===== src/sv/mbt_pkg.sv =====
package mbt_pkg;

    localparam int COORD_BITS = 32;
    localparam int FRAC_BITS  = 28;
    localparam int LIMIT_W    = 11;
    localparam logic [LIMIT_W-1:0] LIMIT_RESET = 11'd255;

    localparam int PROD_W = 2 * COORD_BITS;
    localparam int EXT_W  = PROD_W + 2;
    localparam int SQ_W   = PROD_W + 1;

    // |z|^2 > 4 on the raw squares: 4 * 2^(2F)
    localparam logic [SQ_W-1:0] ESC_THR =
        {{(SQ_W-1){1'b0}}, 1'b1} << (2 * FRAC_BITS + 2);

    localparam int PC_W = 2;

    typedef enum logic [0:0] {
        S_IDLE,
        S_RUN
    } t_state;

    typedef enum logic [1:0] {
        MSEL_NONE,
        MSEL_RR,
        MSEL_II,
        MSEL_RI
    } t_msel;

    typedef struct packed {
        t_msel           msel;
        logic            chk;
        logic            upd;
        logic [PC_W-1:0] nxt;
    } t_uop;

    localparam logic [PC_W-1:0] PC_MUL_RR = 2'd0;
    localparam logic [PC_W-1:0] PC_MUL_II = 2'd1;
    localparam logic [PC_W-1:0] PC_MUL_RI = 2'd2;
    localparam logic [PC_W-1:0] PC_UPDATE = 2'd3;

    // Program for one z <- z*z + c step
    function automatic t_uop ucode(input logic [PC_W-1:0] pc);
        t_uop u;
        u = '{msel: MSEL_NONE, chk: 1'b0, upd: 1'b0, nxt: PC_MUL_RR};
        case (pc)
            PC_MUL_RR: u = '{msel: MSEL_RR,   chk: 1'b0, upd: 1'b0, nxt: PC_MUL_II};
            PC_MUL_II: u = '{msel: MSEL_II,   chk: 1'b0, upd: 1'b0, nxt: PC_MUL_RI};
            PC_MUL_RI: u = '{msel: MSEL_RI,   chk: 1'b1, upd: 1'b0, nxt: PC_UPDATE};
            PC_UPDATE: u = '{msel: MSEL_NONE, chk: 1'b0, upd: 1'b1, nxt: PC_MUL_RR};
            default:   u = '{msel: MSEL_NONE, chk: 1'b0, upd: 1'b0, nxt: PC_MUL_RR};
        endcase
        return u;
    endfunction

endpackage


===== src/sv/mandelbrot_membership_test_top.sv =====
// Mandelbrot membership test for one point c (signed Q4.28 per component).
// Input channel: i_in_valid / o_in_stall with i_c_real, i_c_imag. An item
// is taken when valid is high and stall is low; the block takes one point
// at a time and holds stall high while it iterates.
// Output channel: o_out_valid / i_out_stall with o_in_set. The result sits
// in an output register, so a new point may be taken while it waits.
// Each z <- z*z + c step runs through a 4-word microprogram on one shared
// 32x32 multiplier: three products (zr*zr, zi*zi, zr*zi) and one update
// step. The escape test reuses the squares of the next step.
// The number of steps n runs up to iteration_limit (255 after reset); a
// component overflow also ends the test. The block returns to idle as the
// result is written, so the next point can be taken while the result waits.
// When the receiver stalls with a result still held, a finishing point
// waits in its last microstep until the output register frees.
// i_cfg_we / i_cfg_wdata write iteration_limit; write only while idle.
// Reset (synchronous, active low) returns to idle, drops any held result
// and sets iteration_limit to 255.
module mandelbrot_membership_test_top (
    input  logic                                 i_clk,
    input  logic                                 i_rst_n,
    input  logic                                 i_cfg_we,
    input  logic [mbt_pkg::LIMIT_W-1:0]          i_cfg_wdata,
    input  logic                                 i_in_valid,
    output logic                                 o_in_stall,
    input  logic signed [mbt_pkg::COORD_BITS-1:0] i_c_real,
    input  logic signed [mbt_pkg::COORD_BITS-1:0] i_c_imag,
    output logic                                 o_out_valid,
    input  logic                                 i_out_stall,
    output logic                                 o_in_set
);

    localparam int CW = mbt_pkg::COORD_BITS;
    localparam int PW = mbt_pkg::PROD_W;
    localparam int EW = mbt_pkg::EXT_W;

    mbt_pkg::t_state r_state, n_state;
    logic [mbt_pkg::PC_W-1:0] r_pc, n_pc;
    logic [mbt_pkg::LIMIT_W-1:0] r_limit;
    logic [mbt_pkg::LIMIT_W-1:0] r_cnt;
    logic signed [CW-1:0] r_cr, r_ci, r_zr, r_zi;
    logic signed [PW-1:0] r_pr, r_pi, r_px;
    logic r_ovalid, r_oset;

    mbt_pkg::t_uop uop;
    logic signed [CW-1:0] mul_a, mul_b;
    logic signed [PW-1:0] prod;
    logic signed [EW-1:0] ext_pr, ext_pi, ext_px, ext_cr, ext_ci, nr, ni;
    logic [mbt_pkg::SQ_W-1:0] sq_sum;
    logic [mbt_pkg::LIMIT_W-1:0] cnt_inc;
    logic esc, fit, finish, fin_val, out_free, advance, in_acc;

    assign uop = mbt_pkg::ucode(r_pc);

    // Shared multiplier operand select
    always_comb begin
        mul_a = r_zr;
        mul_b = r_zr;
        case (uop.msel)
            mbt_pkg::MSEL_RR: begin
                mul_a = r_zr;
                mul_b = r_zr;
            end
            mbt_pkg::MSEL_II: begin
                mul_a = r_zi;
                mul_b = r_zi;
            end
            mbt_pkg::MSEL_RI: begin
                mul_a = r_zr;
                mul_b = r_zi;
            end
            default: begin
                mul_a = r_zr;
                mul_b = r_zr;
            end
        endcase
    end

    assign prod = mul_a * mul_b;

    // Squares are never negative: add as unsigned
    assign sq_sum = {1'b0, r_pr} + {1'b0, r_pi};
    assign esc    = sq_sum > mbt_pkg::ESC_THR;

    assign ext_pr = $signed({{2{r_pr[PW-1]}}, r_pr});
    assign ext_pi = $signed({{2{r_pi[PW-1]}}, r_pi});
    assign ext_px = $signed({{2{r_px[PW-1]}}, r_px});
    assign ext_cr = $signed({{(EW-CW){r_cr[CW-1]}}, r_cr});
    assign ext_ci = $signed({{(EW-CW){r_ci[CW-1]}}, r_ci});

    // Arithmetic shift floors toward minus infinity
    assign nr = (ext_pr >>> mbt_pkg::FRAC_BITS) - (ext_pi >>> mbt_pkg::FRAC_BITS) + ext_cr;
    assign ni = (ext_px >>> (mbt_pkg::FRAC_BITS - 1)) + ext_ci;

    assign fit = ((&nr[EW-1:CW-1]) || !(|nr[EW-1:CW-1]))
              && ((&ni[EW-1:CW-1]) || !(|ni[EW-1:CW-1]));

    assign cnt_inc = r_cnt + 1'b1;

    always_comb begin
        finish  = 1'b0;
        fin_val = 1'b0;
        if (r_state == mbt_pkg::S_RUN) begin
            if (uop.chk) begin
                if (r_cnt == r_limit) begin
                    finish  = 1'b1;
                    fin_val = 1'b1;
                end else if (esc) begin
                    finish  = 1'b1;
                    fin_val = 1'b0;
                end
            end
            if (uop.upd && !fit) begin
                finish  = 1'b1;
                fin_val = (cnt_inc == r_limit);
            end
        end
    end

    assign out_free = !r_ovalid || !i_out_stall;
    assign advance  = (r_state == mbt_pkg::S_RUN) && (!finish || out_free);

    // Next state
    always_comb begin
        n_state = r_state;
        n_pc    = r_pc;
        case (r_state)
            mbt_pkg::S_IDLE: begin
                if (i_in_valid) begin
                    n_state = mbt_pkg::S_RUN;
                    n_pc    = mbt_pkg::PC_MUL_RR;
                end
            end
            mbt_pkg::S_RUN: begin
                if (advance) begin
                    if (finish) begin
                        n_state = mbt_pkg::S_IDLE;
                    end else begin
                        n_pc = uop.nxt;
                    end
                end
            end
            default: begin
                n_state = mbt_pkg::S_IDLE;
            end
        endcase
    end

    // Outputs of the sequencer
    always_comb begin
        o_in_stall = 1'b1;
        case (r_state)
            mbt_pkg::S_IDLE: o_in_stall = 1'b0;
            mbt_pkg::S_RUN:  o_in_stall = 1'b1;
            default:         o_in_stall = 1'b1;
        endcase
    end

    assign in_acc = i_in_valid && !o_in_stall;

    always_ff @(posedge i_clk) begin
        if (!i_rst_n) begin
            r_state  <= mbt_pkg::S_IDLE;
            r_pc     <= mbt_pkg::PC_MUL_RR;
            r_limit  <= mbt_pkg::LIMIT_RESET;
            r_ovalid <= 1'b0;
            r_cnt    <= '0;
        end else begin
            r_state <= n_state;
            r_pc    <= n_pc;
            if (i_cfg_we) begin
                r_limit <= i_cfg_wdata;
            end
            if (advance && finish) begin
                r_ovalid <= 1'b1;
            end else if (!i_out_stall) begin
                r_ovalid <= 1'b0;
            end
            if (in_acc) begin
                r_cnt <= '0;
            end else if (advance && uop.upd && fit) begin
                r_cnt <= cnt_inc;
            end
        end
    end

    always_ff @(posedge i_clk) begin
        if (in_acc) begin
            r_cr <= i_c_real;
            r_ci <= i_c_imag;
            r_zr <= '0;
            r_zi <= '0;
        end else if (advance && uop.upd && fit) begin
            r_zr <= nr[CW-1:0];
            r_zi <= ni[CW-1:0];
        end
        if (advance) begin
            case (uop.msel)
                mbt_pkg::MSEL_RR: r_pr <= prod;
                mbt_pkg::MSEL_II: r_pi <= prod;
                mbt_pkg::MSEL_RI: r_px <= prod;
                default: ;
            endcase
        end
        if (advance && finish) begin
            r_oset <= fin_val;
        end
    end

    assign o_out_valid = r_ovalid;
    assign o_in_set    = r_oset;

endmodule


===== config.mk =====
export PLATFORM = sky130hd
export DESIGN_NAME = mandelbrot_membership_test_top
export DESIGN_NICKNAME = d
export VERILOG_FILES = /design/src/sv/mbt_pkg.sv /design/src/sv/mandelbrot_membership_test_top.sv
export SDC_FILE = /design/constraint.sdc
export NUM_CORES = 2
export LEC_CHECK = 0
export ABC_CLOCK_PERIOD_IN_PS = 9850
export BUFFER_PORTS_ARGS = -buffer_cell sky130_fd_sc_hd__buf_2
export CAP_MARGIN = 20
export CORE_UTILIZATION = 60
export DETAILED_ROUTE_END_ITERATION = 10
export HOLD_SLACK_MARGIN = 0.02
export PLACE_DENSITY = 0.87
export SLEW_MARGIN = 40
export SYNTH_ARGS = -nofsm -noshare
export SYNTH_HDL_FRONTEND = slang
export SYNTH_SLANG_ARGS = --single-unit

===== constraint.sdc =====
create_clock -name i_clk -period 9.85 [get_ports i_clk]
set_input_delay 1.4775 -clock i_clk [delete_from_list [all_inputs] [get_ports i_clk]]
set_output_delay 1.4775 -clock i_clk [all_outputs]
set_load 0.01 [all_outputs]

# [After elaboration in Yosys (flattened, before gate mapping)]
# Cells that the tools add are included.
[classes] n_mul=1 bitwise_logic=2 n_eq_ne=12 mux=22 n_reduce_logical=29 order_cmp=1 add_sub_neg=5
[op_table] operator="$add A37 B32 Y38" n=2
[op_table] operator="$reduce_and A35 Y1" n=2
[op_table] operator="$reduce_or A35 Y1" n=2
[op_table] operator="$add A64 B64 Y65" n=1
[op_table] operator="$gt A65 B59 Y1 const B" n=1
[op_table] operator="$mul A32 B32 Y64" n=1
[op_table] operator="$mux W32" n=2
[op_table] operator="$sub A36 B36 Y37" n=1
[op_table] operator="$pmux W6 S4" n=1
[op_table] operator="$eq A11 B11 Y1" n=2
[op_table] operator="$mux W1" n=13
[op_table] operator="$add A11 B1 Y11 const B" n=1
[op_table] operator="$eq A2 B2 Y1 const B" n=4
[op_table] operator="$logic_and A1 B1 Y1" n=7
[op_table] operator="$logic_not A1 Y1" n=7
[op_table] operator="$mux W2" n=3
[op_table] operator="$reduce_and A2 Y1" n=3
[op_table] operator="$eq A2 B1 Y1 const B" n=2
[op_table] operator="$logic_or A1 B1 Y1" n=4
[op_table] operator="$ne A2 B1 Y1 const B" n=2
[op_table] operator="$ne A2 B2 Y1 const B" n=2
[op_table] operator="$pmux W1 S2" n=2
[op_table] operator="$pmux W2 S2" n=1
[op_table] operator="$reduce_or A2 Y1" n=2
[op_table] operator="other kinds (3)" n=4
[word_totals] word_cells=85 register_bits=347

# [Longest topological paths before layout]
[depth] ltp_word=15 ltp_mapped=35

# [Least setup slack after synthesis]
# OpenSTA, ideal clock, no wires.
[synth_path] path_type="flip-flop to flip-flop" start="register r_pi[28]" end="register r_pi[0] (enable)" slack_ns=0.257 t_arrival_ns=9.014 synth_period_minus_slack_ns=9.593 stages_incl_launch_ff=20 t_required_ns=9.271 cell_sequence="edfxtp_1 ha_1 buf_2 inv_1 ha_1 inv_1 fa_1 nand2b_1 a211oi_1 nor4b_1 o31ai_2 a311oi_1 o41ai_1 xor2_1 or4b_1 nor4_1 o22ai_1 nand2_1 a21oi_1 nor3b_1"
[synth_via] elab_chain_len=14 elab_cells_between_ends=20 classes_between="3 x add/sub; 1 x order compare; 5 x mux; 11 x reduce/logical"
[synth_rtl] item="start, declared" line_no="mandelbrot_membership_test_top.sv:41" rtl="logic signed [PW-1:0] r_pr, r_pi, r_px;"
[synth_rtl] item="start signal, assigned" line_no="mandelbrot_membership_test_top.sv:199" rtl="mbt_pkg::MSEL_II: r_pi <= prod;"
[synth_rtl] item="$sub A36 B36 Y37" line_no="mandelbrot_membership_test_top.sv:91" rtl="assign nr = (ext_pr >>> mbt_pkg::FRAC_BITS) - (ext_pi >>> mbt_pkg::FRAC_BITS) + ext_cr;"
[synth_rtl] item="$add A37 B32 Y38" line_no="mandelbrot_membership_test_top.sv:91"
[synth_rtl] item="$reduce_or A35 Y1" line_no="mandelbrot_membership_test_top.sv:94" rtl="assign fit = ((&nr[EW-1:CW-1]) || !(|nr[EW-1:CW-1]))"
[synth_rtl] item="$logic_not A1 Y1" line_no="mandelbrot_membership_test_top.sv:94"
[synth_rtl] item="$logic_or A1 B1 Y1" line_no="mandelbrot_membership_test_top.sv:94"
[synth_rtl] item="$logic_and A1 B1 Y1" line_no="mandelbrot_membership_test_top.sv:95" rtl="&& ((&ni[EW-1:CW-1]) || !(|ni[EW-1:CW-1]));"
[synth_rtl] item="$logic_not A1 Y1" line_no="mandelbrot_membership_test_top.sv:112" rtl="if (uop.upd && !fit) begin"
[synth_rtl] item="$logic_and A1 B1 Y1" line_no="mandelbrot_membership_test_top.sv:112"
[synth_rtl] item="$mux W1 (*)" line_no="mandelbrot_membership_test_top.sv:112"
[synth_rtl] item="$mux W1 (*)" line_no="mandelbrot_membership_test_top.sv:102" rtl="if (r_state == mbt_pkg::S_RUN) begin"
[synth_rtl] item="$logic_not A1 Y1 (*)" line_no="mandelbrot_membership_test_top.sv:120" rtl="assign advance = (r_state == mbt_pkg::S_RUN) && (!finish || out_free);"
[synth_rtl] item="$logic_or A1 B1 Y1 (*)" line_no="mandelbrot_membership_test_top.sv:120"
[synth_rtl] item="$logic_and A1 B1 Y1 (*)" line_no="mandelbrot_membership_test_top.sv:120"
[synth_rtl] item="$reduce_and A2 Y1 (no line) (*)"
# Mark *: on every way between the ends. The rest lies on a longest branch, timed or not.
# A chain may end at the register's enable or synchronous reset.

# [Worst setup path in the final report]
[layout_path] start="register r_pc[1] in the netlist's numbering" end="register r_px[61] (data pin)"
[layout_via] elab_chain_len=6 elab_cells_between_ends=11 classes_between="1 x mul; 5 x eq/ne; 3 x mux; 2 x reduce/logical"
[layout_rtl] item="start, declared" line_no="mandelbrot_membership_test_top.sv:37" rtl="logic [mbt_pkg::PC_W-1:0] r_pc, n_pc;"
[layout_rtl] item="start signal, assigned" line_no="mandelbrot_membership_test_top.sv:163" rtl="r_pc <= mbt_pkg::PC_MUL_RR;"
[layout_rtl] item="start signal, assigned" line_no="mandelbrot_membership_test_top.sv:169" rtl="r_pc <= n_pc;"
[layout_rtl] item="$eq A2 B2 Y1 (tied with other cells)" line_no="mbt_pkg.sv:46" rtl="case (pc)"
[layout_rtl] item="$pmux W6 S4 (*)" line_no="mbt_pkg.sv:46"
[layout_rtl] item="$eq A2 B2 Y1" line_no="mandelbrot_membership_test_top.sv:58" rtl="case (uop.msel)"
[layout_rtl] item="$reduce_or A2 Y1 (no line)"
[layout_rtl] item="$mux W32" line_no="mandelbrot_membership_test_top.sv:58"
[layout_rtl] item="$mul A32 B32 Y64 (*)" line_no="mandelbrot_membership_test_top.sv:78" rtl="assign prod = mul_a * mul_b;"
[layout_rtl] item="net prod[61]" line_no="mandelbrot_membership_test_top.sv:46" rtl="logic signed [PW-1:0] prod;"
[layout_rtl] item="end signal, assigned" line_no="mandelbrot_membership_test_top.sv:200" rtl="mbt_pkg::MSEL_RI: r_px <= prod;"
[layout_rtl] item="end, declared" line_no="mandelbrot_membership_test_top.sv:41"
# Mark *: on every way through the listed nets, which the timed path passes. The rest lies on a longest branch.

==> metrics.cfg <==
[sta]
holdWs_ns=0.512
fin_skew_ns=0.0218
setup_violations=0
rsz0062_at_grt=no
hold_viol=0
worst_slew_pin_slew_ns=0.875
slew_headroom=0.400
worst_slack_ns=0.192
clock.fmax_mhz=104
layout_min_cycle_time_ns=9.66
period_share=0.980
slew_viol_final=0

[critical_path]
worstSetupPathType=reg -> reg
r2r_cells=33
critPathBufInv=8
cp_common_cell=fa_1
crit_required_ns=10.18
cpLargestDelayFamily=adder cells
worstSetupEndpointType=register
cp.depth=33
r2r_start=r_pc[1]
r2r_slack_ns=0.19
critPathSlowestCell=fa_1
cp_slowest_stage_delay_ns=0.57
cp-start-kind=register
r2r-end=r_px[61]
path_max_fanout=15
arrival_ns=9.99

[status]
outcome=finished clean

[global_route]
grt_antenna_before_repair=6
grt_max_degree=74
grt_pass1_vias=48000
overflow=0
grt_pass1_wl_mm=276
grtUsageTotal=0.387

[route]
wl_per_cell_microns=24.4
drc_errors=0
ant_nets=0
viasPerCell=6.19
routed_wl_mm=180
drt_iter0_markers=5098
drt_first_pass_iters=9
vias=45700

[floorplan]
row_count=112
core_area_sq_mm=0.0932
die_area_sq_mm=0.0951
top_level_ports=83
start_util=0.604
die_x_microns=308
die_h_microns=308

[logic_synthesis]
synth_compound_gate_area_share=0.0874
async_reset_ff_frac=0
synth.yosys.seq_area_share=0.155
synth.top_cell.area_share=0.398
yosysTopAreaCell=fa_1
ys_warn_count=0
netlist_area_sq_mm=0.0563
syn_inst=6000
ys.flop_type=edfxtp_1
synth_area_leaders=fa_1 40%, edfxtp_1 12%, inv_1 7.5%, ha_1 7.3%, nor2_1 4.7%
synth_mux_area_frac=0.0342
synth_fp_nets=7528
synth.ff_latch_count=320
synth-xor-area-share=0.0278
yosysMostFrequentCell=inv_1
synth_cell_type_count=93
yosys-top-cells-count=1,129 x inv_1, 1,120 x fa_1, 706 x nor2_1
syn_avg_cell_area_sq_um=9.39
synth_simple_gate_area_frac=0.132
synth_edf_count=230
synth_top_family_by_area=adder cells
synthAdderAreaFrac=0.471

[hold_path]
hold_depth=2
min_path_type=reg -> reg
holdPathEnd=r_zi[4]
hp-start=r_zi[4]

[final_layout]
syn2layout_area_growth_pct=7.71
layout.nets=7615
instances_no_fill=7371
drive_above_1_share=0.0821

[pwr]
power_density_mw_per_mm2=58.3
netSwitchingFraction=0.299
pwr-share-clk=0.357
vdd_drop_max_mv=0.137
p_int_mw=2.48
comb_power_share=0.217
p_seq_frac=0.427
p_sw_mw=1.06
leakage_nw=28.9

[clock_tree]
tritoncts=yes
clk_pin_slew_ns=0.07
cts.sinks=320
insertion_delay_ns=0.61
cts_buffers=31
clk_path_buf_depth=3
cts_hold_buffers=0
cts-htree-levels=1
cts_root_buf=clkbuf_16

[job]
drv_cap=0

[placed_design]
dp_slack_ns=-0.0978
place_inst=7285
place_congestion=1.02
dp_hpwl_mm=147
portBuffers=82

==> worst max path at each step <==
stage	to	slack [ns]	startpoint
floorplan	r_pi[0]	0.26	r_pi[28]
global placement	r_pi[62]	0.17	r_pc[0]
detailed placement	r_px[62]	-0.1	r_pc[0]
CTS	r_pr[62]	0.1	r_pc[0]
global route	r_pi[61]	0.01	r_pc[1]
finish	r_px[61]	0.19	r_pc[1]
==> worst register-to-register path, delay by kind of cell (launching register included) <==
| family | cells | cell delay [ns] |
|---|---|---|
| compound gates | 10 | 2.63 |
| xor+xnor | 1 | 0.11 |
| fa+ha+maj | 10 | 4.66 |
| buf+inv | 8 | 0.94 |
| flops | 1 | 0.38 |
| mux | 1 | 0.28 |
| simple gates | 3 | 0.38 |
==> power groups by stage <==
stage          combinational [mW]  clock, mW  sequential (mW)
6_report                    0.767       1.26             1.51
3_3_place_gp                0.729          0             1.54
2_1_floorplan               0.534          0             1.53
4_1_cts                     0.748       1.26             1.51
5_1_grt                     0.830       1.31             1.51
3_5_place_dp                0.737          0             1.54
==> per-layer routing <==
metal  vias to the layer above  wire (microns)  global-route usage
met5                         -               0                   0
met4                         0           15400               0.255
met3                       842           20700              0.0859
met2                      3051           81300               0.610
met1                     22600           62300               0.481
li1                      19100               -                   -
==> state kept, by name, indices dropped and copies added, names as in the netlist <==
register / count
r_cr: 32
r_zi: 32
r_zr: 32
o_in_set: 1
r_px: 37
r_pi: 64
r_cnt: 11
r_state: 1
r_ci: 32
o_out_valid: 1
r_pc: 2
r_pr: 64
r_limit: 11
==> repair_timing <==
| item | 4_1_cts | 5_1_grt |
|---|---|---|
| buffers inserted | 2 | 20 |
| setup endpoints to repair | 6 | 51 |
| gates resized for setup | 1 | 38 |
| pin swaps | 1 | 4 |
| hold endpoints to repair | 0 | 0 |
==> cell usage in the layout, fill, tap and decap left out, drive strengths merged, types with 10 or more instances in the layout <==
cell type,n
inv,1131
fa,1120
nor2,706
nand2,644
ha,328
buf,303
a21oi,240
edfxtp,230
o21ai,148
mux2i,127
xnor2,106
dfxtp,90
a21o,86
nand3,74
xor2,73
nand4,61
mux2,58
clkbuf,48
nor3,40
nand2b,37
o21a,30
o21bai,28
or3,28
a211oi,28
a31oi,25
and3,24
nor2b,23
o211ai,22
or2,18
nor4,18
and2,16
o31ai,16
a211o,12
o31a,10
and4,10
or4,10
o22ai,10
nor3b,10
==> cell families after synthesis <==
group,count (synthesis)
AOI/OAI and AO/OA,754
and+or+nand+nor,1733
adders and majority gates,1448
xor gates and xnor gates,179
muxes,185
DFF,320
buffers and inverters,1381
==> layout make-up <==
class / count / area, sq um
Fill cell: 7137 / 32500
Clock inverter: 11 / 91.3
Inverter: 1131 / 4250
Antenna cell: 5 / 12.5
Multi-Input combinational cell: 4299 / 42700
Sequential cell: 320 / 8710
Timing Repair Buffer: 304 / 2370
Tap cell: 1254 / 1570
Clock buffer: 47 / 981
==> stage by stage <==
stage | utilization | setup TNS (ns) | area, sq um | power, mW
after CTS | 0.647 | 0 | 60300 | 3.52
after floorplan | - | 0 | 56300 | 2.06
after detailed placement | 0.635 | -0.563 | 59200 | 2.28
after global placement | 0.635 | 0 | 59200 | 2.26
final | 0.651 | 0 | 60700 | 3.54
after global routing | 0.651 | 0 | 60700 | 3.65
Note: power is estimated with default switching activity, not from simulation.
